`config.mk`:
```
export PLATFORM = sky130hd
export DESIGN_NAME = graph6_cubic_graph_decoder_top
export DESIGN_NICKNAME = d
export VERILOG_FILES = /design/src/hdl/gr6dec_pkg.sv /design/src/hdl/gr6dec_ram.sv /design/src/hdl/graph6_cubic_graph_decoder_top.sv
export SDC_FILE = /design/constraint.sdc
export NUM_CORES = 1
export LEC_CHECK = 0
export ABC_AREA = 1
export BUFFER_PORTS_ARGS = -buffer_cell sky130_fd_sc_hd__buf_2
export CAP_MARGIN = 15
export CORE_ASPECT_RATIO = 1.2
export CORE_UTILIZATION = 50
export DETAILED_ROUTE_END_ITERATION = 12
export MAX_ROUTING_LAYER = met4
export PLACE_DENSITY = 0.72
export SYNTH_ARGS = -nofsm -noshare
export SYNTH_HDL_FRONTEND = slang
export SYNTH_SLANG_ARGS = --single-unit
```
`constraint.sdc`:
```
create_clock -name clk -period 12.9 [get_ports clk]
set_clock_uncertainty 0.15 [all_clocks]
set_input_delay 1.29 -clock clk [delete_from_list [all_inputs] [get_ports clk]]
set_output_delay 1.29 -clock clk [all_outputs]
set_load 0.02 [all_outputs]
```
`src/hdl/gr6dec_pkg.sv`:
```
`timescale 1ns / 1ps
// ----------------------------------------------------------------------------
// gr6dec_pkg - shared definitions for the graph6 cubic graph decoder
// Limits, character codes, status codes and the stage operation record.
// ----------------------------------------------------------------------------
package gr6dec_pkg;

  // Limits of the decoder
  localparam int MAX_VERTICES = 62;
  localparam int MAX_EDGES    = 64;

  // Character coding of graph6
  localparam int HDR_OFFSET = 63;
  localparam int DATA_MAX   = 126;
  localparam logic [7:0] CHAR_COLON = 8'h3A;
  localparam logic [7:0] CHAR_GT    = 8'h3E;

  // Field and storage widths
  localparam int VTX_W       = 6;
  localparam int DEG_W       = 3;
  localparam int DEG_SAT     = 4;
  localparam int PAIR_W      = 11;
  localparam int EDGE_W      = 7;
  localparam int IN_TDATA_W  = 8;
  localparam int OUT_TDATA_W = 40;

  // Record status codes
  typedef enum logic [2:0] {
    ST_OK         = 3'd0,
    ST_BAD_HEADER = 3'd1,
    ST_TOO_MANY   = 3'd2,
    ST_TRUNCATED  = 3'd3,
    ST_INVALID    = 3'd4,
    ST_EDGE_LIMIT = 3'd5,
    ST_NOT_CUBIC  = 3'd6
  } status_t;

  // One operation passed from the walk sequencer to the degree stage
  typedef struct packed {
    logic              clr;      // header seen: clear the degree tables
    logic              is_edge;  // edge item, degrees to be bumped
    logic              stat;     // record status item
    logic [VTX_W-1:0]  row;
    logic [VTX_W-1:0]  col;
    logic [VTX_W-1:0]  num;
    status_t           st;       // status before the cubic test
    logic              chk;      // cubic test applies
    logic [VTX_W-1:0]  vt;
    logic [EDGE_W-1:0] et;
    logic              last;     // last item caused by the byte
  } op_t;

endpackage

```
`src/hdl/gr6dec_ram.sv`:
```
`timescale 1ns / 1ps
// ----------------------------------------------------------------------------
// gr6dec_ram - generic single-port-write RAM with registered read
// One write and one read per cycle; a read of the entry being written
// returns the old contents. The read register holds while re is low.
// ----------------------------------------------------------------------------
module gr6dec_ram #(
  parameter int WIDTH = 8,
  parameter int DEPTH = 64
) (
  input  logic                     clk,
  input  logic                     we,
  input  logic [$clog2(DEPTH)-1:0] waddr,
  input  logic [WIDTH-1:0]         wdata,
  input  logic                     re,
  input  logic [$clog2(DEPTH)-1:0] raddr,
  output logic [WIDTH-1:0]         rdata
);

  logic [WIDTH-1:0] mem_r [DEPTH];
  logic [WIDTH-1:0] rdata_r;

  // Write port
  always_ff @(posedge clk) begin
    if (we) begin
      mem_r[waddr] <= wdata;
    end
  end

  // Registered read port
  always_ff @(posedge clk) begin
    if (re) begin
      rdata_r <= mem_r[raddr];
    end
  end

  assign rdata = rdata_r;

endmodule

```
`src/hdl/graph6_cubic_graph_decoder_top.sv`:
```
`timescale 1ns / 1ps
// ----------------------------------------------------------------------------
// graph6_cubic_graph_decoder_top - graph6 record decoder with cubic check
// Decodes one graph6 record per run of bytes into edge items and one
// status item per record.
// ----------------------------------------------------------------------------
// A data byte that lies inside the adjacency walk takes one step per adjacency
// bit, whether or not the bit is set, until its six bits or the walk run out;
// when such a byte ends the record and its last step emitted an edge, one more
// step carries the status item. A header byte, a byte past the end of the walk
// and a byte after an error take one step. The bit-serial walk does at most one
// read-modify-write of the vertex degree memories per cycle unless stalled.
// A byte's items pass through the degree stage and output registers; the next
// byte is accepted in the cycle in which the current one takes its last step.
// Degrees live in two 64-entry memories (degree gained as a column endpoint
// and as a row endpoint) with valid bits, so a header clears them at once.
// ----------------------------------------------------------------------------
module graph6_cubic_graph_decoder_top (
  input  logic                               clk,
  input  logic                               rst_n,
  // Input bytes
  input  logic                               in_tvalid,
  output logic                               in_tready,
  input  logic [gr6dec_pkg::IN_TDATA_W-1:0]  in_tdata,   // [7:0] data_byte
  input  logic                               in_tlast,   // record_end
  // Result items
  output logic                               out_tvalid,
  input  logic                               out_tready,
  // [5:0] lower_vertex, [11:6] upper_vertex, [17:12] edge_number,
  // [20:18] status, [26:21] vertex_total, [33:27] edge_total, [39:34] zero
  output logic [gr6dec_pkg::OUT_TDATA_W-1:0] out_tdata,
  output logic                               out_tuser,  // kind
  output logic                               out_tlast   // run_end
);

  import gr6dec_pkg::*;

  localparam int DEPTH = 2 ** VTX_W;
  localparam logic [7:0]        HDR_MIN8   = 8'(HDR_OFFSET);
  localparam logic [7:0]        HDR_MAX8   = 8'(HDR_OFFSET + MAX_VERTICES);
  localparam logic [7:0]        DATA_MAX8  = 8'(DATA_MAX);
  localparam logic [EDGE_W-1:0] EDGE_LIM   = EDGE_W'(MAX_EDGES);
  localparam logic [DEG_W-1:0]  DSAT       = DEG_W'(DEG_SAT);
  localparam logic [2:0]        LAST_BIT   = 3'd5;

  // --------------------------------------------------------------------------
  // Walk sequencer state
  // --------------------------------------------------------------------------
  logic              hdr_pend_r, hdr_pend_nxt;
  logic [VTX_W-1:0]  vcnt_r, vcnt_nxt;
  logic [VTX_W-1:0]  row_r, row_nxt;
  logic [VTX_W-1:0]  col_r, col_nxt;
  logic [PAIR_W-1:0] pleft_r, pleft_nxt;
  logic [EDGE_W-1:0] edges_r, edges_nxt;
  status_t           err_r, err_nxt;
  logic              busy_r;
  logic [7:0]        byte_r;
  logic              end_r;
  logic [2:0]        bitpos_r, bitpos_nxt;
  logic              sphase_r, sphase_nxt;

  logic              adv;
  logic              step;
  logic              in_acc;
  logic              finish;
  logic              bits_done;
  logic              emit;
  op_t               op;
  logic              op_vld;
  logic [5:0]        vbits;
  logic [2:0]        idx;
  logic [PAIR_W-1:0] pl_after;
  logic [2:0]        look_k;
  logic              later_any;
  logic              edge_last;

  // Degree stage state
  logic              s1_vld_r;
  op_t               s1_op_r;
  logic [DEPTH-1:0]  val_a_r;
  logic [DEPTH-1:0]  val_b_r;
  logic              byp_vld_r;
  logic [VTX_W-1:0]  byp_a_addr_r;
  logic [DEG_W-1:0]  byp_a_data_r;
  logic [VTX_W-1:0]  byp_b_addr_r;
  logic [DEG_W-1:0]  byp_b_data_r;
  logic              col_any_r;
  logic [VTX_W-1:0]  col_cur_r;
  logic [DEG_W-1:0]  col_deg_r;
  logic [EDGE_W-1:0] cnt_r, cnt_nxt;

  logic              commit;
  logic              ram_re;
  logic              ram_we;
  logic [DEG_W-1:0]  rd_a;
  logic [DEG_W-1:0]  rd_b;
  logic [DEG_W-1:0]  a_val;
  logic [DEG_W-1:0]  b_val;
  logic [3:0]        deg_sum;
  logic [DEG_W-1:0]  deg_r;
  logic [DEG_W-1:0]  b_new;
  logic [DEG_W-1:0]  dc;
  logic [DEG_W-1:0]  dc_new;
  logic [EDGE_W-1:0] cnt_eff;
  status_t           st_final;

  // Output register
  logic                   out_vld_r;
  logic [OUT_TDATA_W-1:0] out_data_r;
  logic                   out_kind_r;
  logic                   out_last_r;

  // --------------------------------------------------------------------------
  // Handshake and pipeline advance
  // --------------------------------------------------------------------------
  assign adv       = !out_vld_r || out_tready;
  assign step      = busy_r && adv;
  assign in_tready = !busy_r || (adv && finish);
  assign in_acc    = in_tvalid && in_tready;
  assign commit    = adv && s1_vld_r;

  assign vbits    = 6'(byte_r - HDR_MIN8);
  assign idx      = LAST_BIT - bitpos_r;
  assign pl_after = pleft_r - PAIR_W'(1);

  // Look ahead over the bits of this byte still inside the walk, so that an
  // edge knows whether it is the last item of the byte.
  always_comb begin
    look_k    = (pl_after >= PAIR_W'(idx)) ? idx : pl_after[2:0];
    later_any = 1'b0;
    for (int j = 0; j < 6; j++) begin
      if ((3'(j) < idx) && (({1'b0, 3'(j)} + {1'b0, look_k}) >= {1'b0, idx}) &&
          vbits[j]) begin
        later_any = 1'b1;
      end
    end
    edge_last = !end_r && !(later_any && ((edges_r + EDGE_W'(1)) < EDGE_LIM));
  end

  // --------------------------------------------------------------------------
  // Walk sequencer: unless stalled, one header, one adjacency bit or one status per cycle
  // --------------------------------------------------------------------------
  always_comb begin
    hdr_pend_nxt = hdr_pend_r;
    vcnt_nxt     = vcnt_r;
    row_nxt      = row_r;
    col_nxt      = col_r;
    pleft_nxt    = pleft_r;
    edges_nxt    = edges_r;
    err_nxt      = err_r;
    bitpos_nxt   = bitpos_r;
    sphase_nxt   = sphase_r;
    op           = '0;
    op_vld       = 1'b0;
    finish       = 1'b0;
    bits_done    = 1'b0;
    emit         = 1'b0;

    if (sphase_r) begin
      // Status item left over after an edge in the last step
      op_vld       = 1'b1;
      op.stat      = 1'b1;
      finish       = 1'b1;
      sphase_nxt   = 1'b0;
      hdr_pend_nxt = 1'b1;
    end else if (hdr_pend_r) begin
      // Header byte restarts the record
      row_nxt   = '0;
      col_nxt   = VTX_W'(1);
      edges_nxt = '0;
      err_nxt   = ST_OK;
      vcnt_nxt  = '0;
      if (byte_r == CHAR_COLON || byte_r == CHAR_GT) begin
        err_nxt = ST_BAD_HEADER;
      end else if (byte_r < HDR_MIN8 || byte_r > HDR_MAX8) begin
        err_nxt = ST_TOO_MANY;
      end else begin
        vcnt_nxt = VTX_W'(byte_r - HDR_MIN8);
      end
      pleft_nxt    = PAIR_W'(((2 * VTX_W)'(vcnt_nxt) *
                              (2 * VTX_W)'(vcnt_nxt - VTX_W'(1))) >> 1);
      hdr_pend_nxt = 1'b0;
      op_vld       = 1'b1;
      op.clr       = 1'b1;
      bits_done    = 1'b1;
    end else begin
      // Data byte
      if (err_r != ST_OK || pleft_r == '0) begin
        bits_done = 1'b1;
      end else if (bitpos_r == '0 && (byte_r < HDR_MIN8 || byte_r > DATA_MAX8)) begin
        err_nxt   = ST_INVALID;
        bits_done = 1'b1;
      end else begin
        if (vbits[idx]) begin
          if (edges_r >= EDGE_LIM) begin
            err_nxt   = ST_EDGE_LIMIT;
            bits_done = 1'b1;
          end else begin
            emit       = 1'b1;
            op_vld     = 1'b1;
            op.is_edge = 1'b1;
            op.row     = row_r;
            op.col     = col_r;
            op.num     = edges_r[VTX_W-1:0];
            edges_nxt  = edges_r + EDGE_W'(1);
          end
        end
        if (err_nxt == ST_OK) begin
          pleft_nxt = pleft_r - PAIR_W'(1);
          if ((row_r + VTX_W'(1)) == col_r) begin
            row_nxt = '0;
            col_nxt = col_r + VTX_W'(1);
          end else begin
            row_nxt = row_r + VTX_W'(1);
          end
          bitpos_nxt = bitpos_r + 3'd1;
          bits_done  = (bitpos_r == LAST_BIT) || (pleft_r == PAIR_W'(1));
        end
      end
    end

    // End of the byte's bits: status now, status in a further step, or done
    if (!sphase_r && bits_done) begin
      if (end_r) begin
        if (emit) begin
          sphase_nxt = 1'b1;
        end else begin
          op_vld       = 1'b1;
          op.stat      = 1'b1;
          finish       = 1'b1;
          hdr_pend_nxt = 1'b1;
        end
      end else begin
        finish = 1'b1;
      end
    end

    // Status fields from the state as it stands after this step
    op.st   = (err_nxt != ST_OK) ? err_nxt :
              ((pleft_nxt != '0) ? ST_TRUNCATED : ST_OK);
    op.chk  = (err_nxt == ST_OK) && (pleft_nxt == '0);
    op.vt   = vcnt_nxt;
    op.et   = edges_nxt;
    op.last = op.is_edge ? edge_last : 1'b1;
  end

  // Sequencer registers
  always_ff @(posedge clk) begin
    if (!rst_n) begin
      hdr_pend_r <= 1'b1;
      vcnt_r     <= '0;
      row_r      <= '0;
      col_r      <= VTX_W'(1);
      pleft_r    <= '0;
      edges_r    <= '0;
      err_r      <= ST_OK;
      busy_r     <= 1'b0;
      bitpos_r   <= '0;
      sphase_r   <= 1'b0;
    end else begin
      if (step) begin
        hdr_pend_r <= hdr_pend_nxt;
        vcnt_r     <= vcnt_nxt;
        row_r      <= row_nxt;
        col_r      <= col_nxt;
        pleft_r    <= pleft_nxt;
        edges_r    <= edges_nxt;
        err_r      <= err_nxt;
        bitpos_r   <= bitpos_nxt;
        sphase_r   <= sphase_nxt;
      end
      if (in_acc) begin
        busy_r   <= 1'b1;
        bitpos_r <= '0;
        sphase_r <= 1'b0;
      end else if (step && finish) begin
        busy_r <= 1'b0;
      end
    end
  end

  // Byte register
  always_ff @(posedge clk) begin
    if (in_acc) begin
      byte_r <= in_tdata;
      end_r  <= in_tlast;
    end
  end

  // --------------------------------------------------------------------------
  // Degree memories: column-phase degree (a) and row-phase degree (b)
  // --------------------------------------------------------------------------
  assign ram_re = step && op_vld && op.is_edge;
  assign ram_we = commit && s1_op_r.is_edge;

  gr6dec_ram #(.WIDTH(DEG_W), .DEPTH(DEPTH)) u_ram_a (
    .clk   (clk),
    .we    (ram_we),
    .waddr (s1_op_r.col),
    .wdata (dc_new),
    .re    (ram_re),
    .raddr (row_r),
    .rdata (rd_a)
  );

  gr6dec_ram #(.WIDTH(DEG_W), .DEPTH(DEPTH)) u_ram_b (
    .clk   (clk),
    .we    (ram_we),
    .waddr (s1_op_r.row),
    .wdata (b_new),
    .re    (ram_re),
    .raddr (row_r),
    .rdata (rd_b)
  );

  // Row degree with forwarding of the write made in the read cycle
  always_comb begin
    if (byp_vld_r && byp_a_addr_r == s1_op_r.row) begin
      a_val = byp_a_data_r;
    end else begin
      a_val = val_a_r[s1_op_r.row] ? rd_a : '0;
    end
    if (byp_vld_r && byp_b_addr_r == s1_op_r.row) begin
      b_val = byp_b_data_r;
    end else begin
      b_val = val_b_r[s1_op_r.row] ? rd_b : '0;
    end
    deg_sum = {1'b0, a_val} + {1'b0, b_val};
    deg_r   = (deg_sum >= 4'(DEG_SAT)) ? DSAT : deg_sum[DEG_W-1:0];
    b_new   = (deg_r < DSAT) ? (b_val + DEG_W'(1)) : b_val;

    // A column vertex has no degree before its own column starts
    dc     = (col_any_r && col_cur_r == s1_op_r.col) ? col_deg_r : '0;
    dc_new = (dc < DSAT) ? (dc + DEG_W'(1)) : dc;

    cnt_nxt = cnt_r;
    if (deg_r == DEG_W'(2)) begin
      cnt_nxt = cnt_nxt + EDGE_W'(1);
    end else if (deg_r == DEG_W'(3)) begin
      cnt_nxt = cnt_nxt - EDGE_W'(1);
    end
    if (dc == DEG_W'(2)) begin
      cnt_nxt = cnt_nxt + EDGE_W'(1);
    end else if (dc == DEG_W'(3)) begin
      cnt_nxt = cnt_nxt - EDGE_W'(1);
    end

    // Final status with the cubic test
    cnt_eff  = s1_op_r.clr ? '0 : cnt_r;
    st_final = (s1_op_r.chk && cnt_eff != EDGE_W'(s1_op_r.vt)) ? ST_NOT_CUBIC :
               s1_op_r.st;
  end

  // Degree stage control registers
  always_ff @(posedge clk) begin
    if (!rst_n) begin
      s1_vld_r  <= 1'b0;
      val_a_r   <= '0;
      val_b_r   <= '0;
      byp_vld_r <= 1'b0;
      col_any_r <= 1'b0;
      cnt_r     <= '0;
      out_vld_r <= 1'b0;
    end else if (adv) begin
      s1_vld_r  <= step && op_vld;
      out_vld_r <= s1_vld_r && (s1_op_r.is_edge || s1_op_r.stat);
      if (s1_vld_r) begin
        byp_vld_r <= s1_op_r.is_edge;
        if (s1_op_r.clr) begin
          val_a_r   <= '0;
          val_b_r   <= '0;
          col_any_r <= 1'b0;
          cnt_r     <= '0;
        end else if (s1_op_r.is_edge) begin
          val_a_r[s1_op_r.col] <= 1'b1;
          val_b_r[s1_op_r.row] <= 1'b1;
          col_any_r            <= 1'b1;
          cnt_r                <= cnt_nxt;
        end
      end
    end
  end

  // Degree stage and output payload registers
  always_ff @(posedge clk) begin
    if (adv) begin
      s1_op_r <= op;
      if (commit && s1_op_r.is_edge) begin
        byp_a_addr_r <= s1_op_r.col;
        byp_a_data_r <= dc_new;
        byp_b_addr_r <= s1_op_r.row;
        byp_b_data_r <= b_new;
        col_cur_r    <= s1_op_r.col;
        col_deg_r    <= dc_new;
      end
      if (s1_op_r.is_edge) begin
        out_data_r <= {6'b0, EDGE_W'(0), VTX_W'(0), ST_OK,
                       s1_op_r.num, s1_op_r.col, s1_op_r.row};
        out_kind_r <= 1'b0;
        out_last_r <= s1_op_r.last;
      end else begin
        out_data_r <= {6'b0, s1_op_r.et, s1_op_r.vt, st_final,
                       VTX_W'(0), VTX_W'(0), VTX_W'(0)};
        out_kind_r <= 1'b1;
        out_last_r <= 1'b1;
      end
    end
  end

  assign out_tvalid = out_vld_r;
  assign out_tdata  = out_data_r;
  assign out_tuser  = out_kind_r;
  assign out_tlast  = out_last_r;

  // --------------------------------------------------------------------------
  // Assertions
  // --------------------------------------------------------------------------
  a_cnt_bound: assert property (@(posedge clk) disable iff (!rst_n)
    cnt_r <= EDGE_W'(MAX_VERTICES))
    else $error("degree-3 vertex count above the vertex limit");

  a_walk_order: assert property (@(posedge clk) disable iff (!rst_n)
    (pleft_r != '0) |-> (row_r < col_r))
    else $error("pair walk left the upper triangle");

  a_edge_bound: assert property (@(posedge clk) disable iff (!rst_n)
    edges_r <= EDGE_LIM)
    else $error("edge count above the edge limit");

  a_status_last: assert property (@(posedge clk) disable iff (!rst_n)
    (out_tvalid && out_tuser) |-> out_tlast)
    else $error("status item not marked as last of its byte");

endmodule
```
Word-level counts from Yosys, hierarchy flattened --
Memory sizes are Yosys's and may differ from the RTL's. A register that Yosys moved wholly into a read port is not among the register bits. Index checks and enable logic that the tools add are counted.
Operators by class: $add $sub $neg 20, multipliers 1, order comparisons 26, equal/unequal tests 15, mux-type cells 114, bitwise operators 8, reduce and logical (&&, ||, !) cells 66
Operators by type and width (number):
- $mux 64 | 4
- $or 64x64->64 | 2
- $mux 6 | 16
- $mux 7 | 13
- $mux 3 | 21
- $mux 11 | 5
- $mux 1 | 47
- $logic_and 1x1->1 | 32
- $eq 6x6->1 | 4
- $logic_not 11->1 | 2
- $add 7x1->7 const B | 3
- $ge 4x3->1 | 5
- $eq 8x6->1 const B | 2
- $gt 8x7->1 const B | 2
- $lt 6x7->1 const B | 2
- $sub 7x1->7 const B | 2
- $add 6x1->6 const B | 2
- $bmux 1 s6 | 2
- $demux 1 s6 | 2
- $eq 3x2->1 const B | 4
- $ge 6x1->1 const B | 2
- $mul 7x7->12 | 1
- $reduce_and 6->1 | 2
- $eq 11x1->1 const B | 1
- 37 further kinds | 72
Storage, ports and cells: flip-flop bits (word level) 292, bits in writable memories 384, input port bits 13, output and inout bits 44, word-level logic and storage cells 292, memories 2
Memories:
- u_ram_a.mem_r | words 64, bits a word 3, rd ports 1, clocked after memory_dff 1, write ports 1, RTL line gr6dec_ram.sv:20 | logic [WIDTH-1:0] mem_r [DEPTH];
- u_ram_b.mem_r | words 64, bits a word 3, rd ports 1, clocked after memory_dff 1, write ports 1, RTL line gr6dec_ram.sv:20

Logic depth before layout (Yosys ltp) --
word-level depth 20, depth in mapped cells 41, gate-level depth less buffers 41

Modules after synthesis --
From an unflattened synthesis, not the netlist that was laid out.
Unflattened totals: cell total of the unflattened synthesis 3541, area total of the unflattened synthesis 32602.5 µm²
By module, submodules not included:
- graph6_cubic_graph_decoder_top | times used 1, cells each 2056, area an instance 16120.5 µm², seq. area each 6746.5 µm²
- gr6dec_ram (u_ram_a) | times used 1, cells each 751, area an instance 8256.7 µm², seq. area each 5855.6 µm²
- gr6dec_ram (u_ram_b) | times used 1, cells each 734, area an instance 8225.4 µm², seq. area each 5855.6 µm²

Least setup slack after synthesis --
OpenSTA, ideal clock, no wires.
path kind register -> register, start point register byte_r[0], end point register s1_op_r[15] (netlist bit), data pin, setup time 0.253 ns, data arrival time 6.086 ns, data required time 12.497 ns, path slack 6.411 ns, stages on the path, launching flop included 38, buffers on the path 0, period minus slack after synthesis 6.489 ns, cell sequence edfxtp_1 inv_1 ha_1 nor2_1 nand2_1 nand2_1 nand2_1 nand3_1 nor2_1 clkinv_1 ha_1 inv_1 ha_1 or2_2 fa_1 fa_1 inv_1 fa_1 [... 2 more ...] inv_1 ha_1 a21oi_1 nand2_1 nand2_1 nand3_1 nand2_1 inv_1 nor2_1 nand3_1 nand3_1 nand2_1 nand2_1 nand2_1 nor2_1 nand3_1 nand2_1 nand2_1
RTL lines:
- start, declared | RTL line graph6_cubic_graph_decoder_top.sv:57 | logic [7:0] byte_r;
- start signal, assigned | RTL line graph6_cubic_graph_decoder_top.sv:285 | byte_r <= in_tdata;
- end signal, assigned | RTL line graph6_cubic_graph_decoder_top.sv:387 | s1_op_r <= op;
- end, declared | RTL line graph6_cubic_graph_decoder_top.sv:79 | op_t s1_op_r;

==> impl_metrics.toml <==
[status]
status = "finished, final reports clean"

[timing]
slew_viol_final = 0
setup_viol = 0
fin_crit_ps = 7310
relSlewSlack_pct = 23.5
tns_ps = 0
finalCritPeriodShare_pct = 56.7
grt_setup_unrepaired = "false"
hold_viol = 0
worst_pin_slew_ps = 1140
fmax_mhz = 137

[placement]
place_area_um2 = 32500
port_buffers = 50
place_congestion = 0.922
hpwl_um = 53400

[worst_setup_path]
critical_path.max_stage_delay_ps = 540
critPathCaptureType = "flip-flop"
crit_path_top_delay_cell = "edfxtp_1"
worstSetupPathType = "reg -> reg"
cp.arrival_ps = 7550
crit_fanout = 9
cp-start-kind = "flip-flop"
critPathTopFamily = "adder cells"
critical_path_required_ps = 13140
crit_buf_inv = 7
cpMostUsedCell = "nand2_1"

[global_routing]
grt_max_degree = 160
grt_pass1_vias = 22700
overflow = 0
antenna_found_initial = 0
grt_usage_pct = 26.7
grt_pass1_wl_um = 128000

[clocking]
clk_latency_ps = 640
htreeDepth = 2
clk_pin_slew_worst_paths_ps = 60
cts_buffers = 60
clock_path_buffers = 3
clock_sinks = 676
cts_resized = 0
cts_tree = "done"
hold_buffers = 0
cts-root-buf = "clkbuf_16"
cts_setup_buffers = 0

[layout]
design_area_um2 = 34500
synthToLayoutAreaGrowth_pct = 9.51
multi_input_area_um2 = 11300
nets = 3435
final_layout_size_suffix_gt1_share_pct = 7.04
seqCellArea_um2 = 18500
fill_cells = 5300
n_antenna_cell = 0

[logic_synthesis]
yosysUniqueCellTypes = 60
synth_cells = 3312
yosys.area_share.simple_pct = 17.6
synth_seq_cells = 676
synth_xor_area_share_pct = 1.14
synthAdderAreaFrac_pct = 4.73
synthesis.area_um2 = 31500
synth_compound_area_share_pct = 12.0
ys_seq_area_share_pct = 58.6
synth_warnings = 0
synth_edf_count = 492
synthArstFlopShare_pct = 0
avgSynthCellArea_um2 = 9.52
synth_top_family_by_area = "simple AND/OR/NAND/NOR gates"
synth_mux_area_share_pct = 0.0675
synthFlopType = "edfxtp_1"

[floorplan]
die_area_um2 = 64100
coreArea_um2 = 62200
die_x_um = 231
floorplan.initialDensity_pct = 50.7
num_rows = 100
dieHeight_um = 277
io_pins = 57

[power_and_ir_drop]
power_density_nw_per_um2 = 135
power_leakage_uw = 0.0133
ir_drop_v = 0.000116

[route]
totalWireLength_um = 83800
vias_per_cell = 5.72
detail_route.wl_per_cell_um = 20.0
antenna_left = 0
drc = 0
first_iter_violations = 2480
vias = 23900
dr.pass1.iters = 5

[min_path]
holdCritPathClass = "reg -> reg"

[run]
drv_cap = 0
[power by group]
| part | total [uW] | switching (uW) | internal [uW] |
|---|---|---|---|
| combinational | 495 | 341 | 154 |
| sequential | 2360 | 26.8 | 2330 |
| clock | 1800 | 808 | 993 |
[per-stage QoR]
stage,worst slack (ps),util (%),hold WS [ps],std cells,total power (uW)
2_1_floorplan,6410,-,271,3317,2750
3_3_place_gp,5710,52.3,299,4069,2890
3_5_place_dp,5630,52.3,303,4069,2890
4_1_cts,5590,55.5,315,4183,4660
5_1_grt,5030,55.5,333,4184,4810
6_report,5590,55.5,313,4184,4660
[path summary, 6_finish.rpt]
| kind | start | end | cells after the start | slack, ps |
|---|---|---|---|---|
| max | byte_r[0] | s1_op_r[16] | 37 | 5590 |
| min | col_any_r | col_any_r | 2 | 310 |
| max reg2reg | byte_r[0] | s1_op_r[16] | 37 | 5590 |
| min reg2reg | col_any_r | col_any_r | 2 | 310 |
[cells in the mapped netlist, types with 4 or more instances]
cell       instances  area [um2]
nand4_1           22         138
xnor2_1            9        78.8
buf_1              4        15.0
nor2_2             6        37.5
a21oi_1           87         435
o21ai_0          308        1540
ha_1              84        1050
nand3_2            6        60.1
dfxtp_1          184        3680
xor2_1            32         280
clkinv_1           8        30.0
fa_1              22         440
nand2_2           10        62.6
a22oi_1           11        82.6
nand3b_1           9        67.6
clkbuf_1         121         454
inv_2              6        22.5
inv_1            314        1180
o21bai_1           5        37.5
o211ai_1          13        97.6
a221oi_1          23         201
nor3_1            38         190
o32ai_1            5        43.8
nand2_4            4        45.0
a22o_1             4        35.0
nand2_1          426        1600
o31ai_1            4        30.0
edfxtp_1         492       14800
nor2_1           723        2710
o22ai_1          117         732
buf_4              7        52.6
nor2_4             4        45.0
o221ai_1          12         105
a211oi_1          25         188
buf_2             18        90.1
o2111ai_1          4        35.0
o21ai_1            7        35.0
nand3_1          103         515
[sequential cells by signal (all words and copies together), names as in the netlist, 6 cells and up]
signal         count
u_ram_a.mem_r    192
u_ram_b.mem_r    192
val_a_r           64
val_b_r           64
s1_op_r           39
out_tdata         34
pleft_r           11
byte_r             8
cnt_r              7
edges_r            7
byp_b_addr_r       6
col_cur_r          6
col_r              6
row_r              6
vcnt_r             6
[cell type report]
| type | count | area share [%] |
|---|---|---|
| repair buffers | 88 | 1.58 |
| inverters | 329 | 3.59 |
| well taps | 816 | 2.96 |
| multi-input cells | 2161 | 32.7 |
| flip-flops and latches | 676 | 53.5 |
| clock buffers | 79 | 4.70 |
| clock inverters | 35 | 0.993 |
[cell usage in the layout, fill, tap and decap left out, drive strengths merged, types with 32 or more instances in the layout]
cell type	count
ha	84
xor2	32
clkinv	34
nand3	109
o22ai	117
nor2	733
clkbuf	79
a21oi	88
nand2	440
buf	88
nor3	39
edfxtp	492
o21ai	316
inv	321
dfxtp	184
[worst reg2reg max path: cells and delay by family (launching register included)]
| family | cells | cell delay [ps] |
|---|---|---|
| flip-flops | 1 | 540 |
| adder cells (fa/ha/maj) | 8 | 3140 |
| buffers and inverters | 7 | 790 |
| AO/OA/AOI/OAI | 1 | 220 |
| AND/OR/NAND/NOR | 21 | 2240 |
[cell families after synthesis]
| kind of cell | count (synthesis) |
|---|---|
| adder cells (fa/ha/maj) | 106 |
| multiplexers | 2 |
| AO/OA/AOI/OAI | 645 |
| other | 1 |
| XOR/XNOR | 41 |
| flip-flops | 676 |
| buffers and inverters | 480 |
| AND/OR/NAND/NOR | 1361 |
[layer usage]
metal  global-route usage, %  wire (um)  vias up
li1                        -          -    11300
met1                    32.0      32100    11300
met2                    44.5      41200     1014
met3                    4.00       6330      265
met4                    11.9       4120        0
met5                       -          0        -
(Power assumes the default switching activity.)
